**src/hw/rtl/lldpx_pkg.sv**
```systemverilog
`timescale 1ns / 1ps
`default_nettype none
// ----------------------------------------------------------------------------
// lldpx_pkg
// Types, TLV codes and result builders shared by the LLDP neighbor extractor.
// ----------------------------------------------------------------------------
package lldpx_pkg;

  // ethernet header bytes in front of the first TLV
  localparam logic [15:0] ETH_HDR_LEN = 16'd14;

  // TLV type codes
  localparam logic [6:0] TLV_END       = 7'h00;
  localparam logic [6:0] TLV_PORT_ID   = 7'h02;
  localparam logic [6:0] TLV_PORT_DESC = 7'h04;
  localparam logic [6:0] TLV_SYS_NAME  = 7'h05;
  localparam logic [6:0] TLV_ORG       = 7'h7F;

  // port id subtype that clears the port
  localparam logic [7:0] PORT_SUBTYPE_LOCAL = 8'h07;

  // organizational prefixes: oui and subtype
  localparam logic [31:0] ORG_VLAN_ID = 32'h0080_C201;
  localparam logic [31:0] ORG_MED_HW  = 32'h0012_BB0A;

  typedef enum logic [2:0] {
    PH_SKIP,
    PH_HI,
    PH_LO,
    PH_VAL,
    PH_STOP,
    PH_IDLE
  } phase_e;

  typedef enum logic [1:0] {
    KIND_WRITE   = 2'd0,
    KIND_COMMIT  = 2'd1,
    KIND_SUMMARY = 2'd2
  } kind_e;

  typedef enum logic [1:0] {
    TGT_HOST = 2'd0,
    TGT_PORT = 2'd1,
    TGT_PLAT = 2'd2
  } target_e;

  typedef struct packed {
    logic [7:0]  data_byte;
    logic [15:0] frame_len;
    logic        frame_start;
  } in_beat_t;

  typedef struct packed {
    logic     valid;
    in_beat_t beat;
  } in_stage_t;

  typedef struct packed {
    kind_e       kind;
    target_e     target;
    logic [4:0]  char_index;
    logic [7:0]  char_value;
    logic [4:0]  str_length;
    logic [15:0] vlan_id;
    logic        vlan_present;
    logic        valid_res;
    logic        last_of_run;
  } res_row_t;

  typedef struct packed {
    logic [1:0]         cnt;
    res_row_t [2:0]     rows;
  } res_bundle_t;

  function automatic res_row_t mk_write(target_e tgt, logic [4:0] idx, logic [7:0] val);
    res_row_t r;
    r            = '0;
    r.kind       = KIND_WRITE;
    r.target     = tgt;
    r.char_index = idx;
    r.char_value = val;
    return r;
  endfunction

  function automatic res_row_t mk_commit(target_e tgt, logic [4:0] len);
    res_row_t r;
    r            = '0;
    r.kind       = KIND_COMMIT;
    r.target     = tgt;
    r.str_length = len;
    return r;
  endfunction

  function automatic res_row_t mk_summary(logic [15:0] vid, logic vpres, logic vres);
    res_row_t r;
    r              = '0;
    r.kind         = KIND_SUMMARY;
    r.target       = TGT_HOST;
    r.vlan_id      = vid;
    r.vlan_present = vpres;
    r.valid_res    = vres;
    return r;
  endfunction

endpackage
`default_nettype wire

```
**src/hw/rtl/lldpx_if.sv**
```systemverilog
`timescale 1ns / 1ps
`default_nettype none
// ----------------------------------------------------------------------------
// lldpx_if
// Valid/ready channels for frame bytes in and neighbor results out.
// ----------------------------------------------------------------------------
interface lldpx_in_if;
  logic        valid;
  logic        ready;
  logic [7:0]  data_byte;
  logic [15:0] frame_len;
  logic        frame_start;

  modport source (output valid, data_byte, frame_len, frame_start, input ready);
  modport sink   (input valid, data_byte, frame_len, frame_start, output ready);
endinterface

interface lldpx_out_if;
  logic        valid;
  logic        ready;
  logic [1:0]  kind;
  logic [1:0]  target;
  logic [4:0]  char_index;
  logic [7:0]  char_value;
  logic [4:0]  str_length;
  logic [15:0] vlan_id;
  logic        vlan_present;
  logic        valid_res;
  logic        last_of_run;

  modport source (output valid, kind, target, char_index, char_value, str_length,
                  vlan_id, vlan_present, valid_res, last_of_run, input ready);
  modport sink   (input valid, kind, target, char_index, char_value, str_length,
                  vlan_id, vlan_present, valid_res, last_of_run, output ready);
endinterface
`default_nettype wire

```
**src/hw/rtl/lldp_tlv_neighbor_extractor.sv**
```systemverilog
`timescale 1ns / 1ps
`default_nettype none
// ----------------------------------------------------------------------------
// lldp_tlv_neighbor_extractor
// Streaming LLDP parser: extracts system name, port, platform and VLAN id.
// ----------------------------------------------------------------------------
// channel  dir  beat                                     accept
// in_i     in   data_byte, frame_len, frame_start        valid && ready
// res_o    out  kind, target, char_index, char_value,    valid && ready
//               str_length, vlan_id, vlan_present,
//               valid_res, last_of_run
//
// one byte per cycle when each byte yields at most one result row; a byte
// that yields n rows keeps the result register until its rows drain, so the
// input stalls until the last of them is leaving.
// an accepted byte waits in the input register and is decoded into the result
// register once that can load; its rows leave from there.
// reset clears the walker state and both valid flags; no clearing pass.
// a stalled res_o backs up through the result register into the input one.
// ----------------------------------------------------------------------------
module lldp_tlv_neighbor_extractor
  import lldpx_pkg::*;
#(
  parameter int unsigned STRING_LEN = 32
) (
  input  logic        clk_i,
  input  logic        rst_ni,
  lldpx_in_if.sink    in_i,
  lldpx_out_if.source res_o
);

  in_beat_t    in_beat;
  in_stage_t   stage;
  logic        take;
  logic        can_load;
  res_bundle_t bundle;
  res_row_t    head;

  assign in_beat.data_byte   = in_i.data_byte;
  assign in_beat.frame_len   = in_i.frame_len;
  assign in_beat.frame_start = in_i.frame_start;

  assign take = stage.valid && can_load;

  lldpx_in_stage u_in_stage (
    .clk_i      (clk_i),
    .rst_ni     (rst_ni),
    .in_valid_i (in_i.valid),
    .in_beat_i  (in_beat),
    .take_i     (take),
    .in_ready_o (in_i.ready),
    .stage_o    (stage)
  );

  lldpx_parser #(
    .STRING_LEN (STRING_LEN)
  ) u_parser (
    .clk_i    (clk_i),
    .rst_ni   (rst_ni),
    .fire_i   (take),
    .beat_i   (stage.beat),
    .bundle_o (bundle)
  );

  lldpx_res_queue u_res_queue (
    .clk_i       (clk_i),
    .rst_ni      (rst_ni),
    .load_i      (take),
    .bundle_i    (bundle),
    .out_ready_i (res_o.ready),
    .can_load_o  (can_load),
    .out_valid_o (res_o.valid),
    .head_o      (head)
  );

  assign res_o.kind         = head.kind;
  assign res_o.target       = head.target;
  assign res_o.char_index   = head.char_index;
  assign res_o.char_value   = head.char_value;
  assign res_o.str_length   = head.str_length;
  assign res_o.vlan_id      = head.vlan_id;
  assign res_o.vlan_present = head.vlan_present;
  assign res_o.valid_res    = head.valid_res;
  assign res_o.last_of_run  = head.last_of_run;

`ifndef SYNTH
  a_summary_last : assert property (@(posedge clk_i) disable iff (!rst_ni)
    (res_o.valid && (res_o.kind == KIND_SUMMARY)) |-> res_o.last_of_run)
    else $error("summary row not marked last of its run");

  a_run_continues : assert property (@(posedge clk_i) disable iff (!rst_ni)
    (res_o.valid && res_o.ready && !res_o.last_of_run) |=> res_o.valid)
    else $error("result run broken before its last row");

  a_string_rows_clean : assert property (@(posedge clk_i) disable iff (!rst_ni)
    (res_o.valid && (res_o.kind != KIND_SUMMARY)) |->
      ((res_o.vlan_id == 16'd0) && !res_o.vlan_present && !res_o.valid_res))
    else $error("string row carries summary fields");
`endif

endmodule
`default_nettype wire

```
**src/hw/rtl/lldpx_in_stage.sv**
```systemverilog
`timescale 1ns / 1ps
`default_nettype none
// ----------------------------------------------------------------------------
// lldpx_in_stage
// Input register: holds one frame byte until the parser takes it.
// ----------------------------------------------------------------------------
module lldpx_in_stage
  import lldpx_pkg::*;
(
  input  logic      clk_i,
  input  logic      rst_ni,
  input  logic      in_valid_i,
  input  in_beat_t  in_beat_i,
  input  logic      take_i,
  output logic      in_ready_o,
  output in_stage_t stage_o
);

  logic     vld_q;
  logic     vld_d;
  in_beat_t beat_q;

  assign in_ready_o = !vld_q || take_i;

  always_comb begin
    vld_d = vld_q;
    if (in_valid_i && in_ready_o) begin
      vld_d = 1'b1;
    end else if (take_i) begin
      vld_d = 1'b0;
    end
  end

  always_ff @(posedge clk_i or negedge rst_ni) begin
    if (!rst_ni) begin
      vld_q <= 1'b0;
    end else begin
      vld_q <= vld_d;
    end
  end

  always_ff @(posedge clk_i) begin
    if (in_valid_i && in_ready_o) begin
      beat_q <= in_beat_i;
    end
  end

  assign stage_o.valid = vld_q;
  assign stage_o.beat  = beat_q;

endmodule
`default_nettype wire

```
**src/hw/rtl/lldpx_parser.sv**
```systemverilog
`timescale 1ns / 1ps
`default_nettype none
// ----------------------------------------------------------------------------
// lldpx_parser
// Frame walker state and the single-pass decode of one byte into up to three
// result rows (character write, length commit, frame summary).
// ----------------------------------------------------------------------------
module lldpx_parser
  import lldpx_pkg::*;
#(
  parameter int unsigned STRING_LEN = 32
) (
  input  logic        clk_i,
  input  logic        rst_ni,
  input  logic        fire_i,
  input  in_beat_t    beat_i,
  output res_bundle_t bundle_o
);

  localparam logic [9:0] STR_MAX = 10'(STRING_LEN - 1);

  logic [15:0] pos_q, pos_d;
  phase_e      phase_q, phase_d;
  logic [7:0]  hdr_hi_q, hdr_hi_d;
  logic [6:0]  cur_type_q, cur_type_d;
  logic [8:0]  remain_q, remain_d;
  logic [8:0]  offset_q, offset_d;
  logic [31:0] org_q, org_d;
  logic [7:0]  vlan_hi_q, vlan_hi_d;
  logic [15:0] vlan_q, vlan_d;
  logic        vlan_seen_q, vlan_seen_d;
  logic        found_q, found_d;
  logic        port_empty_q, port_empty_d;
  logic [15:0] flen_q, flen_d;

  // frame start restarts the walk before the byte is parsed
  logic        start;
  logic [7:0]  b;
  logic [15:0] s_pos;
  phase_e      s_phase;
  logic [7:0]  s_hdr_hi;
  logic [6:0]  s_type;
  logic [8:0]  s_rem;
  logic [8:0]  s_off;
  logic [31:0] s_org;
  logic [7:0]  s_vlan_hi;
  logic [15:0] s_vlan;
  logic        s_vlan_seen;
  logic        s_found;
  logic        s_port_empty;
  logic [15:0] s_flen;

  assign start        = beat_i.frame_start;
  assign b            = beat_i.data_byte;
  assign s_pos        = start ? 16'd0 : pos_q;
  assign s_phase      = start ? PH_SKIP : phase_q;
  assign s_hdr_hi     = start ? 8'd0 : hdr_hi_q;
  assign s_type       = start ? 7'd0 : cur_type_q;
  assign s_rem        = start ? 9'd0 : remain_q;
  assign s_off        = start ? 9'd0 : offset_q;
  assign s_org        = start ? 32'd0 : org_q;
  assign s_vlan_hi    = start ? 8'd0 : vlan_hi_q;
  assign s_vlan       = start ? 16'd0 : vlan_q;
  assign s_vlan_seen  = start ? 1'b0 : vlan_seen_q;
  assign s_found      = start ? 1'b0 : found_q;
  assign s_port_empty = start ? 1'b1 : port_empty_q;
  assign s_flen       = start ? beat_i.frame_len : flen_q;

  // shared decode
  logic        active;
  logic        in_frame;
  logic        frame_end;
  logic        at_lo;
  logic        at_val;
  logic [6:0]  hdr_type;
  logic [8:0]  hdr_len;
  logic        hdr_stop;
  logic [9:0]  vlen;
  logic        val_last;
  logic [31:0] org_new;
  logic        port_local;
  logic        org_ok;
  logic        is_vlan;
  logic        is_med;

  assign active    = fire_i && (s_phase != PH_IDLE);
  assign in_frame  = s_pos < s_flen;
  assign frame_end = ({1'b0, s_pos} + 17'd1) >= {1'b0, s_flen};
  assign at_lo     = active && in_frame && (s_phase == PH_LO);
  assign at_val    = active && in_frame && (s_phase == PH_VAL);
  assign hdr_type  = s_hdr_hi[7:1];
  assign hdr_len   = {s_hdr_hi[0], b};
  // tlv running past the frame end, or the end tlv
  assign hdr_stop  = (({2'b0, s_pos} + 18'd1 + {9'd0, hdr_len}) > {2'b0, s_flen})
                     || (hdr_type == TLV_END);
  assign vlen      = {1'b0, s_off} + {1'b0, s_rem};
  assign val_last  = (s_rem == 9'd1);

  // the first four value bytes build the oui/subtype prefix
  always_comb begin
    org_new = s_org;
    if (s_off[8:2] == 7'd0) begin
      case (s_off[1:0])
        2'd0:    org_new[31:24] = s_org[31:24] | b;
        2'd1:    org_new[23:16] = s_org[23:16] | b;
        2'd2:    org_new[15:8]  = s_org[15:8]  | b;
        default: org_new[7:0]   = s_org[7:0]   | b;
      endcase
    end
  end

  assign port_local = (org_new[31:24] == PORT_SUBTYPE_LOCAL);
  assign org_ok     = (vlen >= 10'd4) && (s_off >= 9'd3);
  assign is_vlan    = org_ok && (org_new == ORG_VLAN_ID) && (vlen >= 10'd6);
  assign is_med     = org_ok && (org_new == ORG_MED_HW);

  // next state
  always_comb begin
    pos_d        = s_pos;
    phase_d      = s_phase;
    hdr_hi_d     = s_hdr_hi;
    cur_type_d   = s_type;
    remain_d     = s_rem;
    offset_d     = s_off;
    org_d        = s_org;
    vlan_hi_d    = s_vlan_hi;
    vlan_d       = s_vlan;
    vlan_seen_d  = s_vlan_seen;
    found_d      = s_found;
    port_empty_d = s_port_empty;
    flen_d       = s_flen;
    if (active) begin
      if (in_frame) begin
        unique case (s_phase)
          PH_SKIP: begin
            if (s_pos >= (ETH_HDR_LEN - 16'd1)) begin
              phase_d = PH_HI;
            end
          end
          PH_HI: begin
            hdr_hi_d = b;
            phase_d  = PH_LO;
          end
          PH_LO: begin
            cur_type_d = hdr_type;
            if (hdr_stop) begin
              phase_d = PH_STOP;
            end else if (hdr_len == 9'd0) begin
              if (hdr_type == TLV_SYS_NAME) begin
                found_d = 1'b1;
              end
              phase_d = PH_HI;
            end else begin
              remain_d = hdr_len;
              offset_d = 9'd0;
              org_d    = 32'd0;
              phase_d  = PH_VAL;
            end
          end
          PH_VAL: begin
            org_d    = org_new;
            offset_d = s_off + 9'd1;
            remain_d = s_rem - 9'd1;
            unique case (s_type)
              TLV_SYS_NAME: begin
                if (val_last) begin
                  found_d = 1'b1;
                end
              end
              TLV_PORT_ID: begin
                if (port_local) begin
                  if (s_off == 9'd0) begin
                    port_empty_d = 1'b1;
                  end
                end else if (val_last) begin
                  found_d      = 1'b1;
                  port_empty_d = (vlen == 10'd1);
                end
              end
              TLV_PORT_DESC: begin
                if (s_port_empty && val_last) begin
                  port_empty_d = 1'b0;
                end
              end
              TLV_ORG: begin
                if (is_vlan) begin
                  if (s_off == 9'd4) begin
                    vlan_hi_d = b;
                  end
                  if (s_off == 9'd5) begin
                    vlan_d      = {s_vlan_hi, b};
                    vlan_seen_d = 1'b1;
                    found_d     = 1'b1;
                  end
                end else if (is_med && val_last) begin
                  found_d = 1'b1;
                end
              end
              default: ;
            endcase
            if (val_last) begin
              phase_d = PH_HI;
            end
          end
          default: ;
        endcase
      end
      if (frame_end) begin
        phase_d = PH_IDLE;
      end else begin
        pos_d = s_pos + 16'd1;
      end
    end
  end

  // result candidates
  logic       wr_en;
  target_e    wr_tgt;
  logic [9:0] wr_idx;
  logic       cm_en;
  target_e    cm_tgt;
  logic [9:0] cm_raw;
  logic       wr_ok;
  logic [9:0] cm_cap;
  logic       sum_en;

  always_comb begin
    wr_en  = 1'b0;
    wr_tgt = TGT_HOST;
    wr_idx = 10'd0;
    cm_en  = 1'b0;
    cm_tgt = TGT_HOST;
    cm_raw = 10'd0;
    if (at_lo && !hdr_stop && (hdr_len == 9'd0)) begin
      if (hdr_type == TLV_SYS_NAME) begin
        cm_en  = 1'b1;
        cm_tgt = TGT_HOST;
      end else if ((hdr_type == TLV_PORT_DESC) && s_port_empty) begin
        cm_en  = 1'b1;
        cm_tgt = TGT_PORT;
      end
    end
    if (at_val) begin
      unique case (s_type)
        TLV_SYS_NAME: begin
          wr_en  = 1'b1;
          wr_tgt = TGT_HOST;
          wr_idx = {1'b0, s_off};
          if (val_last) begin
            cm_en  = 1'b1;
            cm_tgt = TGT_HOST;
            cm_raw = vlen;
          end
        end
        TLV_PORT_ID: begin
          if (port_local) begin
            if (s_off == 9'd0) begin
              cm_en  = 1'b1;
              cm_tgt = TGT_PORT;
            end
          end else begin
            if (s_off != 9'd0) begin
              wr_en  = 1'b1;
              wr_tgt = TGT_PORT;
              wr_idx = {1'b0, s_off} - 10'd1;
            end
            if (val_last) begin
              cm_en  = 1'b1;
              cm_tgt = TGT_PORT;
              cm_raw = vlen - 10'd1;
            end
          end
        end
        TLV_PORT_DESC: begin
          if (s_port_empty) begin
            wr_en  = 1'b1;
            wr_tgt = TGT_PORT;
            wr_idx = {1'b0, s_off};
            if (val_last) begin
              cm_en  = 1'b1;
              cm_tgt = TGT_PORT;
              cm_raw = vlen;
            end
          end
        end
        TLV_ORG: begin
          if (!is_vlan && is_med) begin
            if (s_off >= 9'd4) begin
              wr_en  = 1'b1;
              wr_tgt = TGT_PLAT;
              wr_idx = {1'b0, s_off} - 10'd4;
            end
            if (val_last) begin
              cm_en  = 1'b1;
              cm_tgt = TGT_PLAT;
              cm_raw = vlen - 10'd4;
            end
          end
        end
        default: ;
      endcase
    end
  end

  // characters past the string limit are dropped, lengths are clamped
  assign wr_ok  = wr_en && (wr_idx < STR_MAX);
  assign cm_cap = (cm_raw < STR_MAX) ? cm_raw : STR_MAX;
  assign sum_en = active && frame_end;

  // pack the rows in order write, commit, summary
  always_comb begin
    res_row_t   wr_row;
    res_row_t   cm_row;
    res_row_t   sm_row;
    logic [1:0] n;
    wr_row             = mk_write(wr_tgt, wr_idx[4:0], b);
    wr_row.last_of_run = !cm_en && !sum_en;
    cm_row             = mk_commit(cm_tgt, cm_cap[4:0]);
    cm_row.last_of_run = !sum_en;
    sm_row             = mk_summary(vlan_d, vlan_seen_d, found_d);
    sm_row.last_of_run = 1'b1;
    n                  = 2'd0;
    bundle_o.rows      = '0;
    if (wr_ok) begin
      bundle_o.rows[n] = wr_row;
      n                = n + 2'd1;
    end
    if (cm_en) begin
      bundle_o.rows[n] = cm_row;
      n                = n + 2'd1;
    end
    if (sum_en) begin
      bundle_o.rows[n] = sm_row;
      n                = n + 2'd1;
    end
    bundle_o.cnt = n;
  end

  always_ff @(posedge clk_i or negedge rst_ni) begin
    if (!rst_ni) begin
      pos_q        <= 16'd0;
      phase_q      <= PH_SKIP;
      hdr_hi_q     <= 8'd0;
      cur_type_q   <= 7'd0;
      remain_q     <= 9'd0;
      offset_q     <= 9'd0;
      org_q        <= 32'd0;
      vlan_hi_q    <= 8'd0;
      vlan_q       <= 16'd0;
      vlan_seen_q  <= 1'b0;
      found_q      <= 1'b0;
      port_empty_q <= 1'b1;
      flen_q       <= 16'd0;
    end else if (fire_i) begin
      pos_q        <= pos_d;
      phase_q      <= phase_d;
      hdr_hi_q     <= hdr_hi_d;
      cur_type_q   <= cur_type_d;
      remain_q     <= remain_d;
      offset_q     <= offset_d;
      org_q        <= org_d;
      vlan_hi_q    <= vlan_hi_d;
      vlan_q       <= vlan_d;
      vlan_seen_q  <= vlan_seen_d;
      found_q      <= found_d;
      port_empty_q <= port_empty_d;
      flen_q       <= flen_d;
    end
  end

endmodule
`default_nettype wire

```
**src/hw/rtl/lldpx_res_queue.sv**
```systemverilog
`timescale 1ns / 1ps
`default_nettype none
// ----------------------------------------------------------------------------
// lldpx_res_queue
// Result register: holds the rows of one byte and hands them out one per beat.
// ----------------------------------------------------------------------------
module lldpx_res_queue
  import lldpx_pkg::*;
(
  input  logic        clk_i,
  input  logic        rst_ni,
  input  logic        load_i,
  input  res_bundle_t bundle_i,
  input  logic        out_ready_i,
  output logic        can_load_o,
  output logic        out_valid_o,
  output res_row_t    head_o
);

  logic [1:0]     cnt_q, cnt_d;
  res_row_t [2:0] rows_q;

  assign out_valid_o = (cnt_q != 2'd0);
  assign head_o      = rows_q[0];
  // free when empty, or once the last waiting row leaves in this cycle
  assign can_load_o  = (cnt_q == 2'd0) || ((cnt_q == 2'd1) && out_ready_i);

  always_comb begin
    cnt_d = cnt_q;
    if (load_i) begin
      cnt_d = bundle_i.cnt;
    end else if (out_valid_o && out_ready_i) begin
      cnt_d = cnt_q - 2'd1;
    end
  end

  always_ff @(posedge clk_i or negedge rst_ni) begin
    if (!rst_ni) begin
      cnt_q <= 2'd0;
    end else begin
      cnt_q <= cnt_d;
    end
  end

  always_ff @(posedge clk_i) begin
    if (load_i) begin
      rows_q <= bundle_i.rows;
    end else if (out_valid_o && out_ready_i) begin
      rows_q[0] <= rows_q[1];
      rows_q[1] <= rows_q[2];
    end
  end

endmodule
`default_nettype wire

```
**src/flat_wrapper.sv**
```systemverilog
// flat-port wrapper written by rule: the top's interface ports become plain ports
module lldp_tlv_neighbor_extractor_flat import lldpx_pkg::*;
#(
  parameter int unsigned STRING_LEN = 32
)
  (clk_i, rst_ni, in_i_valid, in_i_data_byte, in_i_frame_len, in_i_frame_start, in_i_ready, res_o_valid, res_o_kind, res_o_target, res_o_char_index, res_o_char_value, res_o_str_length, res_o_vlan_id, res_o_vlan_present, res_o_valid_res, res_o_last_of_run, res_o_ready);
  lldpx_in_if in_i_i ();
  lldpx_out_if res_o_i ();
  input  logic clk_i;
  input  logic rst_ni;
  input wire logic [$bits(in_i_i.valid)-1:0] in_i_valid;
  input wire logic [$bits(in_i_i.data_byte)-1:0] in_i_data_byte;
  input wire logic [$bits(in_i_i.frame_len)-1:0] in_i_frame_len;
  input wire logic [$bits(in_i_i.frame_start)-1:0] in_i_frame_start;
  output wire logic [$bits(in_i_i.ready)-1:0] in_i_ready;
  output wire logic [$bits(res_o_i.valid)-1:0] res_o_valid;
  output wire logic [$bits(res_o_i.kind)-1:0] res_o_kind;
  output wire logic [$bits(res_o_i.target)-1:0] res_o_target;
  output wire logic [$bits(res_o_i.char_index)-1:0] res_o_char_index;
  output wire logic [$bits(res_o_i.char_value)-1:0] res_o_char_value;
  output wire logic [$bits(res_o_i.str_length)-1:0] res_o_str_length;
  output wire logic [$bits(res_o_i.vlan_id)-1:0] res_o_vlan_id;
  output wire logic [$bits(res_o_i.vlan_present)-1:0] res_o_vlan_present;
  output wire logic [$bits(res_o_i.valid_res)-1:0] res_o_valid_res;
  output wire logic [$bits(res_o_i.last_of_run)-1:0] res_o_last_of_run;
  input wire logic [$bits(res_o_i.ready)-1:0] res_o_ready;
  assign in_i_i.valid = in_i_valid;
  assign in_i_i.data_byte = in_i_data_byte;
  assign in_i_i.frame_len = in_i_frame_len;
  assign in_i_i.frame_start = in_i_frame_start;
  assign in_i_ready = in_i_i.ready;
  assign res_o_valid = res_o_i.valid;
  assign res_o_kind = res_o_i.kind;
  assign res_o_target = res_o_i.target;
  assign res_o_char_index = res_o_i.char_index;
  assign res_o_char_value = res_o_i.char_value;
  assign res_o_str_length = res_o_i.str_length;
  assign res_o_vlan_id = res_o_i.vlan_id;
  assign res_o_vlan_present = res_o_i.vlan_present;
  assign res_o_valid_res = res_o_i.valid_res;
  assign res_o_last_of_run = res_o_i.last_of_run;
  assign res_o_i.ready = res_o_ready;
  lldp_tlv_neighbor_extractor #(.STRING_LEN(STRING_LEN)) u_core (.clk_i(clk_i), .rst_ni(rst_ni), .in_i(in_i_i), .res_o(res_o_i));
endmodule
```
**config.mk**
```make
export PLATFORM = sky130hd
export DESIGN_NAME = lldp_tlv_neighbor_extractor_flat
export DESIGN_NICKNAME = d
export VERILOG_FILES = /design/src/hw/rtl/lldpx_pkg.sv /design/src/hw/rtl/lldpx_if.sv /design/src/hw/rtl/lldp_tlv_neighbor_extractor.sv /design/src/hw/rtl/lldpx_in_stage.sv /design/src/hw/rtl/lldpx_parser.sv /design/src/hw/rtl/lldpx_res_queue.sv /design/src/flat_wrapper.sv
export SDC_FILE = /design/constraint.sdc
export NUM_CORES = 1
export LEC_CHECK = 0
export BUFFER_PORTS_ARGS = -buffer_cell sky130_fd_sc_hd__buf_4
export CAP_MARGIN = 20
export CORE_AREA = 2 2 237 239
export CTS_CLUSTER_DIAMETER = 80
export DETAILED_ROUTE_END_ITERATION = 8
export DIE_AREA = 0 0 239 241
export PLACE_DENSITY_LB_ADDON = 0.3
export SYNTH_ARGS = -nofsm -noshare
export SYNTH_HDL_FRONTEND = slang
export SYNTH_SLANG_ARGS = --single-unit
```
**constraint.sdc**
```tcl
create_clock -name clk_i -period 12.41 [get_ports clk_i]
set_clock_uncertainty 0.1 [all_clocks]
set_input_delay 1.8615 -clock clk_i [delete_from_list [all_inputs] [get_ports clk_i]]
set_output_delay 1.8615 -clock clk_i [all_outputs]
set_load 0.005 [all_outputs]
```
-- Yosys cells after proc, flatten, opt, wreduce, memory -nomap -nowiden
Index checks and enable logic that the tools add are counted.
- bits in registers: 278
- bits in latches: 0
- RAM bits: 0
- ROM bits: 0
- input port bits: 29
- output and inout bits: 43
- logic and storage cells: 297
- memories: 0
- add/sub/neg operators: 14
- multipliers: 0
- div/mod/pow operators: 0
- $lt $le $gt $ge: 14
- equal/unequal tests: 20
- shift-type cells: 0
- multiplexer cells: 157
- bitwise gates (word level): 4
- reduce and logical (&&, ||, !) cells: 43
- operators by type and width (cell ; count):
    123-bit bitwise mux ; 2
    123-bit 2-to-1 mux ; 2
    32-bit 2-to-1 mux ; 6
    16-bit 2-to-1 mux ; 11
    41-bit demux with 2-bit select ; 2
    82-bit 2-to-1 mux ; 2
    10-bit 2-to-1 mux ; 12
    8-bit 2-to-1 mux ; 15
    9-bit 2-to-1 mux ; 11
    41-bit 2-to-1 mux ; 2
    10-bit one-hot mux with 4 select lines ; 2
    32-bit one-hot mux with 2 select lines ; 1
    1-bit 2-to-1 mux ; 50
    39-bit 2-to-1 mux ; 1
    9-bit one-hot mux with 2 select lines ; 2
    16-bit by 1-bit adder with 17-bit output, second input constant ; 2
    32-bit by 21-bit equality test with 1-bit output, second input constant ; 1
    32-bit by 24-bit equality test with 1-bit output, second input constant ; 1
    2-bit 2-to-1 mux ; 16
    8-bit OR ; 4
    7-bit by 3-bit equality test with 1-bit output, second input constant ; 4
    7-bit 2-to-1 mux ; 4
    1-bit logical AND ; 23
    3-bit 2-to-1 mux ; 7
    other kinds (48) ; 69

-- Logic depth before layout (Yosys ltp)
Gate-level depths: netlist of the first run.
- word-level depth: 25
- gate-level depth with buffers: 35

-- By module
A second synthesis of the first run with hierarchy kept.
- cell total of the unflattened synthesis: 1654
- area total of the unflattened synthesis: 17002.6 µm²
- modules (own cells, without submodules) (module ; times used ; cells an instance ; area each (µm²) ; sequential area each (µm²)):
    lldpx_parser ; 1 ; 1349 ; 11013.1 ; 3179.3
    lldpx_res_queue ; 1 ; 274 ; 5171.2 ; 3743.6
    lldpx_in_stage ; 1 ; 30 ; 812.0 ; 775.7
    lldp_tlv_neighbor_extractor ; 1 ; 1 ; 6.3 ; 0.0

-- Worst setup path after synthesis of the first run
No wires, ideal clock.
- path type: reg-to-reg
- start: register u_core.u_in_stage.beat_q (netlist bit u_core.u_in_stage.stage_o[0])
- end: register u_core.u_res_queue.rows_q[41] (netlist bit), data pin
- arrival time: 6903 ps
- required time: 12042 ps
- setup slack: 5139 ps
- cell stages (with the launch flop): 36
- path buffers: 9
- clock period less this slack: 7271 ps
- cell sequence: edfxtp_1 buf_2 buf_2 buf_1 buf_1 clkbuf_1 buf_1 clkbuf_1 nor2b_1 inv_1 fa_1 nor2b_1 o32ai_1 nor3_1 o32ai_1 a21oi_1 a21boi_0 o21ai_0 nor2_1 xnor2_1 nor2_1 ha_1 nand4_1 nor4_1 a21oi_1 a211o_1 or2_2 nor2_1 a21oi_1 buf_2 inv_1 ha_1 nand2_1 clkbuf_1 and2_1 o31ai_1
- longest elaborated chain between the ends: 25
- ends and longest elaborated chain (item ; line ; text):
    start, declared ; lldpx_in_stage.sv:21 ; in_beat_t beat_q;
    start signal, assigned ; lldpx_in_stage.sv:44 ; beat_q <= in_beat_i;
    parallel branches: the longest is 23 deep, another holds 17-bit by 9-bit adder with 18-bit output ; - ;
    123-bit 2-to-1 mux (*) ; lldpx_parser.sv:332 ; if (sum_en) begin
    82-bit 2-to-1 mux (*) ; lldpx_res_queue.sv:46 ; if (load_i) begin
    end signal, assigned ; lldpx_res_queue.sv:47 ; rows_q <= bundle_i.rows;
    end, declared ; lldpx_res_queue.sv:21 ; res_row_t [2:0] rows_q;
Mark *: on every way between the ends.
A chain may end at the register's enable or synchronous reset.

-- Worst setup path after layout of the first run
- start: register u_core.u_in_stage.beat_q (netlist bit u_core.u_in_stage.stage_o[0])
- end: register u_core.u_res_queue.rows_q[78] (netlist bit), data pin
Same word-level chain as after synthesis.

==> impl_metrics.yaml, run 1 <==
critical_path:
  end_kind: "register"
  crit_fanout: 44
  worstSetupPathType: "reg -> reg"
  worstReg2RegStart: "u_core.u_in_stage.stage_o[0]"
  slowest_stage: "o32ai_1"
  cp-start-kind: "register"
  crit_start: "u_core.u_in_stage.stage_o[0]"
  crit_arrival_ns: 7.65
  max_stage_delay_ns: 0.51
  cp.required_ns: 12.73
  worstRegToRegCells: 29
floorplanning:
  ios: 72
  rows: 86
  die_w_um: 239
  die_height_um: 241
  coreArea_um2: 54900
  initial_core_util: 0.278
  dieArea_um2: 57600
power_and_ir_drop:
  power.total_uw: 3510
  vdd_drop_max_v: 0.000118
  cellLeakagePower_uw: 0.00700
  powerDensity_nw_per_um2: 203
min_path:
  hold_path_class: "reg -> reg"
  min_path_cells: 2
  min_from: "u_core.u_parser.vlan_q[4]"
grt:
  antenna_found_initial: 1
  grt_max_degree: 131
  grt_pass1_vias: 12400
  grt_usage: 0.162
  grt_pass1_wl_um: 73300
  overflow: 0
final_layout:
  layout-drive-gt1-share: 0.108
  finalNetCount: 1748
  diodes: 0
  areaGrowthSynthToFinish_pct: 13.2
synth:
  synthArstFlopShare: 0.535
  ys_seq_elements: 243
  synthTopCellsByCount: "nand2_1 (209), nor2_1 (132), dfrtp_1 (129)"
  synth_area_leaders: "edfxtp_1 (22%), dfrtp_1 (21%), ha_1 (6.1%)"
  synth_edf_count: 113
  synth_area_um2: 15300
  synthesis.nets: 1751
  synth_cell_type_count: 88
  syn_area_per_cell_um2: 9.27
  synthFlopType: "dfrtp_1"
  synth.largest_area_cell: "edfxtp_1"
  syn_inst: 1646
  seq_area_frac_synth: 0.436
  synth_most_common_cell: "nand2_1"
  yosys_warnings: 0
  synth_top_cell_area_share: 0.222
clocking:
  root_buffer: "clkbuf_16"
  clockBufferDepth: 3
  clk_latency_ns: 0.57
  cts_inserted_buffers: 30
  cts_sinks: 243
  post_cts_resized: 0
  cts_tree: "built"
  ctsHoldBuffers: 0
  cts_max_level: 1
  cts_setup_buffers: 0
  path_clk_slew_ns: 0.06
flow_run:
  drv_cap: 0
timing:
  min_period_ns: 7.33
  post-route-period-util: 0.591
  hold_violations: 0
  slew_headroom: 0.292
  setup_viol: 0
  fmax_mhz: 136
  grt_setup_unrepaired: "false"
  tns_ns: 0
  worstMarginPinSlew_ns: 1.06
  drv_slew: 0
routing:
  drt-total-wl_um: 46900
  drcViolationCount: 0
  dr_total_vias: 12700
  drtIter0Drc: 884
  antenna_left: 0
  vias_per_cell: 5.35
  wl_per_cell_um: 19.8
  drt-pass1-iter-count: 6
placed_design:
  hpwlAfterDp_um: 32800
  gp_congestion: 0.888
  io_buffers: 71
status:
  outcome: "completed"
==> flip-flops by register name, summed over array words and instances, names as in the netlist, 7 cells and up <==
signal	count
u_core.u_res_queue.rows_q	47
u_core.u_parser.cur_type_q	7
u_core.u_parser.remain_q	9
u_core.u_parser.vlan_hi_q	8
u_core.u_parser.pos_q	16
u_core.u_parser.org_q	32
u_core.u_res_queue.head_o	41
u_core.u_parser.vlan_q	16
u_core.u_parser.flen_q	16
u_core.u_parser.hdr_hi_q	8
u_core.u_in_stage.stage_o	25
u_core.u_parser.offset_q	9
==> kinds of logic (layout without fill, tap and decap cells) <==
family,Yosys count,in the layout,synth area share
AOI/OAI and AO/OA,442,442,0.189
xor gates and xnor gates,65,65,0.0373
DFF,243,243,0.436
buffers and inverters,179,200,0.0555
and+or+nand+nor,591,591,0.186
muxes,49,49,0.0325
adders and majority gates,77,77,0.0640
==> metal layers <==
metal  up-vias  part of all wire  global-route usage
li1       5984                 -                   -
met1      6188              0.45               0.217
met2       412              0.45               0.257
met3       106             0.063              0.0293
met4         2             0.039              0.0672
met5         -           0.00028                   0
==> area by class of cell <==
cell class	instances	area, um^2
fillers	5643	37600
multi-input cells	1224	7780
flip-flops and latches	243	6650
well taps	704	881
clock buffers	42	847
repair buffers	100	787
inverters	44	165
clock inverters	14	156
==> worst max-delay path: cells and delay by family (launching register included) <==
family / cells / cell delay, ns
AO/OA/AOI/OAI: 8 / 1.84
XOR/XNOR: 1 / 0.13
adder cells (fa/ha/maj): 4 / 1.37
buffers and inverters: 4 / 0.85
flip-flops: 1 / 0.44
AND/OR/NAND/NOR: 12 / 2.41
==> final timing paths <==
check	end	slack [ns]
worst max-delay path	u_core.u_res_queue.rows_q[78]	5.08
worst min-delay path	u_core.u_parser.vlan_q[4]	0.38
worst max register to register	u_core.u_res_queue.rows_q[78]	5.08
worst min register to register	u_core.u_parser.vlan_q[4]	0.38
max in group asynchronous	u_core.u_parser.port_empty_q	9.92
min in group asynchronous	u_core.u_parser.flen_q[7]	1.17
==> power by group <==
part	leakage [uW]	internal [uW]	switching [uW]
sequential	0.00289	1130	151
combinational	0.00362	488	847
clock	0.000491	537	356
==> placed cells by master, fill, tap and decap left out, drive strengths merged, types with 16 or more instances in the layout <==
cell / netlist / layout
nand2: 209 / 209
o21ai: 144 / 144
nor2: 132 / 132
dfrtp: 129 / 129
edfxtp: 113 / 113
buf: 65 / 99
a21oi: 91 / 91
ha: 74 / 74
mux2i: 45 / 45
inv: 42 / 44
nor2b: 43 / 43
clkbuf: 70 / 43
nor3: 41 / 41
xnor2: 37 / 37
nand3: 31 / 31
a22o: 30 / 30
xor2: 28 / 28
nor4: 27 / 27
nand4: 21 / 21
a31oi: 18 / 18
a21o: 16 / 16
and2: 16 / 16
==> per-stage QoR <==
stage,std cells,utilization,hold slack [ns],worst slack [ns],cell area (um^2)
6_report,2371,0.315,0.376,5.08,17300
5_1_grt,2371,0.315,0.404,4.30,17300
4_1_cts,2369,0.314,0.377,5.05,17200
3_5_place_dp,2313,0.296,0.360,5.07,16200
3_3_place_gp,2313,0.296,0.351,5.21,16200
2_1_floorplan,1646,-,0.339,5.14,15300
No activity file was read; power rests on OpenSTA's default activity.
==> inputs of run 2 (changes only) <==
==> constraint.sdc (replaced) <==
create_clock -name clk_i -period 7.5 [get_ports clk_i]
set_clock_uncertainty 0.1 [all_clocks]
set_input_delay 1.125 -clock clk_i [delete_from_list [all_inputs] [get_ports clk_i]]
set_output_delay 1.125 -clock clk_i [all_outputs]
set_load 0.005 [all_outputs]
==> impl_metrics.yaml, run 2 (synthesis gave the netlist of run 1 again) <==
status:
  outcome: "completed"
critical_path:
  end_kind: "register"
  r2r_slack_ns: 0.74
  worstSetupPathType: "reg -> reg"
  cp.required_ns: 7.81
  r2r-end: "u_core.u_res_queue.head_o[13]"
  cp-start-kind: "register"
  crit_end: "u_core.u_res_queue.head_o[13]"
  crit_arrival_ns: 7.07
  crit_fanout: 27
  worstReg2RegStart: "u_core.u_in_stage.stage_o[0]"
  worstRegToRegCells: 18
  crit_start: "u_core.u_in_stage.stage_o[0]"
placed_design:
  place_area_um2: 16200
  io_buffers: 71
  gp_congestion: 0.902
  hpwlAfterDp_um: 33200
floorplanning:
  ios: 72
  initial_core_util: 0.278
  die_w_um: 239
  coreArea_um2: 54900
  rows: 86
  dieArea_um2: 57600
  die_height_um: 241
timing:
  fmax_mhz: 148
  min_period_ns: 6.76
  tns_ns: 0
  drv_slew: 0
  setup_viol: 0
  worstMarginPinSlew_ns: 0.923
  post-route-period-util: 0.901
  hold_violations: 0
  grt_setup_unrepaired: "false"
  slew_headroom: 0.380
clocking:
  cts_inserted_buffers: 29
  cts_setup_buffers: 0
  root_buffer: "clkbuf_16"
  clk_latency_ns: 0.57
  cts_tree: "built"
  path_clk_slew_ns: 0.06
  clockBufferDepth: 3
  cts_max_level: 1
  cts_sinks: 243
power_and_ir_drop:
  vdd_drop_max_v: 0.000187
  cellLeakagePower_uw: 0.00696
  powerDensity_nw_per_um2: 333
final_layout:
  final_common_cell: "nand2_1"
  areaGrowthSynthToFinish_pct: 12.7
  diodes: 0
  largest_reg_flops: 47
  layout-drive-gt1-share: 0.110
  n_fill_cell: 5733
  regMostFlops: "u_core.u_res_queue.rows_q"
  design_area_um2: 17200
  finalNetCount: 1750
  layout_common_cells: "nand2_1 (208), nor2_1 (132), dfrtp_1 (129), o21ai_0 (117), edfxtp_1 (113)"
flow_run:
  drv_cap: 0
grt:
  grt_usage: 0.161
  grt_pass1_vias: 12500
  overflow: 0
  grt_pass1_wl_um: 72800
  grt_max_degree: 77
  antenna_found_initial: 0
routing:
  dr_total_vias: 12700
  antenna_left: 0
  drt-pass1-iter-count: 5
  drcViolationCount: 0
  drtIter0Drc: 1057
  vias_per_cell: 5.36
  drt-total-wl_um: 46500
  wl_per_cell_um: 19.6
min_path:
  hold_path_class: "reg -> reg"
-- run 2: how the worst min path moves through the flow --
stage                                end  slack (ns)                      start  cells past startpoint
2_1_floorplan  u_core.u_parser.vlan_q[0]        0.34  u_core.u_parser.vlan_q[0]                      2
3_5_place_dp   u_core.u_parser.vlan_q[7]        0.36  u_core.u_parser.vlan_q[7]                      2
5_1_grt        u_core.u_parser.vlan_q[1]        0.39  u_core.u_parser.vlan_q[1]                      2
6_report       u_core.u_parser.vlan_q[7]        0.37  u_core.u_parser.vlan_q[7]                      2
3_3_place_gp   u_core.u_parser.vlan_q[1]        0.35  u_core.u_parser.vlan_q[1]                      2
4_1_cts        u_core.u_parser.vlan_q[7]        0.37  u_core.u_parser.vlan_q[7]                      2
-- run 2: metal layers --
| layer | GRT usage | routed length (um) |
|---|---|---|
| met5 | 0 | 0 |
| met4 | 0.0627 | 1720 |
| met3 | 0.0269 | 2880 |
| met2 | 0.262 | 21300 |
| met1 | 0.213 | 20600 |
-- run 2: cell type report --
cell class / instances / area (um^2) / area share
Multi-Input combinational cell: 1224 / 7790 / 0.453
Tap cell: 704 / 881 / 0.0512
Sequential cell: 243 / 6650 / 0.387
Inverter: 44 / 165 / 0.00961
Clock buffer: 42 / 836 / 0.0486
Timing Repair Buffer: 103 / 777 / 0.0452
Clock inverter: 11 / 97.6 / 0.00568
-- run 2: where the power goes --
group | total [uW] | switching [uW] | internal, uW
clock | 1390 | 585 | 808
combinational | 2220 | 1410 | 808
sequential | 2110 | 242 | 1870
-- run 2: through the flow --
stage	std cells	hold slack, ns	total power, uW	setup WS, ns	util
after floorplan	1646	0.339	3620	0.229	-
after global placement	2318	0.352	4300	0.732	0.296
after detailed placement	2318	0.356	4340	0.606	0.296
after CTS	2371	0.371	5770	0.570	0.313
after global routing	2371	0.392	6110	0.0398	0.313
final	2371	0.368	5720	0.739	0.313
-- run 2: what timing repair did --
action,4_1_cts,5_1_grt
hold buffers,0,0
resized for setup,0,4
endpoints found under the hold margin,0,0
setup endpoints to repair,0,10
-- run 2: critical path, cell delays in order (launching register included) --
cell and delay (ns):
edfxtp_1 0.56, buf_4 0.35, nor2b_1 0.70, ha_1 0.32
ha_1 0.18, a21oi_1 0.07, nor4_1 0.70, nor4_1 0.11
buf_4 0.19, nor3b_2 0.36, o41ai_1 0.20, or3_1 0.56
and3_1 0.22, o221a_2 0.42, inv_1 0.36, ha_1 0.23
and2_1 0.38, nand2_1 0.32, o21ai_1 0.25
==> inputs of run 3 (changes only) <==
==> constraint.sdc (replaced) <==
create_clock -name clk_i -period 8 [get_ports clk_i]
set_clock_uncertainty 0.1 [all_clocks]
set_input_delay 1.2 -clock clk_i [delete_from_list [all_inputs] [get_ports clk_i]]
set_output_delay 1.2 -clock clk_i [all_outputs]
set_load 0.005 [all_outputs]
==> impl_metrics.yaml, run 3 (synthesis gave the netlist of run 1 again) <==
timing:
  min_period_ns: 7.08
  hold_violations: 0
  drv_slew: 0
  setup_viol: 0
  grt_setup_unrepaired: "false"
  worstMarginPinSlew_ns: 1.01
  hold-worst-slack_ns: 0.373
  post-route-period-util: 0.885
  fmax_mhz: 141
  slew_headroom: 0.325
  tns_ns: 0
critical_path:
  cp.required_ns: 8.29
  worstSetupPathType: "reg -> reg"
  end_kind: "register"
  max_stage_delay_ns: 0.62
  slowest_stage: "edfxtp_1"
  crit_fanout: 15
  crit_arrival_ns: 7.38
  cp-start-kind: "register"
final_layout:
  final_common_cell: "nand2_1"
  finalNetCount: 1750
  layout-drive-gt1-share: 0.108
  layout_common_cells: "nand2_1 (209), nor2_1 (132), dfrtp_1 (129), o21ai_0 (117), edfxtp_1 (113)"
  largest_reg_flops: 47
  diodes: 0
  regMostFlops: "u_core.u_res_queue.rows_q"
  post-route-util: 0.313
  areaGrowthSynthToFinish_pct: 12.8
routing:
  wl_per_cell_um: 19.6
  antenna_left: 0
  drt-total-wl_um: 46600
  vias_per_cell: 5.33
  drcViolationCount: 0
  drtIter0Drc: 1190
  drt-pass1-iter-count: 5
  dr_total_vias: 12600
clocking:
  cts_max_level: 1
  clockBufferDepth: 3
  cts_tree: "built"
  clk_latency_ns: 0.58
  root_buffer: "clkbuf_16"
  cts_setup_buffers: 0
  cts_sinks: 243
  post_cts_resized: 0
  ctsHoldBuffers: 0
  path_clk_slew_ns: 0.06
  cts_inserted_buffers: 30
status:
  outcome: "completed"
power_and_ir_drop:
  power.total_uw: 5390
  powerDensity_nw_per_um2: 313
  vdd_drop_max_v: 0.000167
  cellLeakagePower_uw: 0.00697
floorplanning:
  die_w_um: 239
  die_height_um: 241
  initial_core_util: 0.278
  ios: 72
  rows: 86
  coreArea_um2: 54900
  dieArea_um2: 57600
placed_design:
  hpwlAfterDp_um: 33100
  io_buffers: 71
  gp_congestion: 0.878
grt:
  grt_usage: 0.161
  grt_max_degree: 119
  antenna_found_initial: 0
  overflow: 0
  grt_pass1_vias: 12200
  grt_pass1_wl_um: 73200
flow_run:
  drv_cap: 0
min_path:
  hold_path_class: "reg -> reg"
run 3: worst paths after layout:
kind | cells past startpoint | slack [ns] | from | end
worst max register to register | 27 | 0.92 | u_core.u_in_stage.stage_o[0] | u_core.u_res_queue.rows_q[63]
worst min-delay path | 2 | 0.37 | u_core.u_parser.vlan_q[7] | u_core.u_parser.vlan_q[7]
max in group asynchronous | 2 | 5.89 | rst_ni | u_core.u_parser.offset_q[6]
min in group asynchronous | 1 | 0.50 | rst_ni | u_core.u_parser.pos_q[8]
worst max-delay path | 27 | 0.92 | u_core.u_in_stage.stage_o[0] | u_core.u_res_queue.rows_q[63]
worst min register to register | 2 | 0.37 | u_core.u_parser.vlan_q[7] | u_core.u_parser.vlan_q[7]
run 3: critical path: cells and delay by family, from the launching register on:
kind	cells	cell delay, ns
xor gates and xnor gates	1	0.13
DFF	1	0.62
buffers and inverters	3	0.48
AOI/OAI and AO/OA	8	1.90
and+or+nand+nor	12	2.57
adders and majority gates	3	1.09
run 3: report_power, final:
part	switching (uW)	total [uW]	internal [uW]
Clock	561	1330	769
Sequential	227	1980	1750
Combinational	1320	2080	756
run 3: stage by stage:
step	worst slack, ns	cell area, um^2	std cells
floorplan	0.729	15300	1646
global placement	1.16	16200	2315
detailed placement	0.935	16200	2316
CTS	0.900	17200	2371
global route	0.412	17200	2372
finish	0.916	17200	2372
run 3: layout make-up:
cell class	count	area, um^2
Inverter	44	165
Tap cell	704	881
Fill cell	5667	37700
Sequential cell	243	6650
Multi-Input combinational cell	1224	7780
Clock buffer	35	791
Clock inverter	20	164
Timing Repair Buffer	102	779
run 3: layer usage:
metal  part of all wire  global-route usage  vias to the layer above
li1                   -                   -                     5985
met1               0.46               0.223                     6168
met2               0.46               0.260                      401
met3              0.058              0.0202                       92
met4              0.030              0.0540                        0
met5                  0                   0                        -
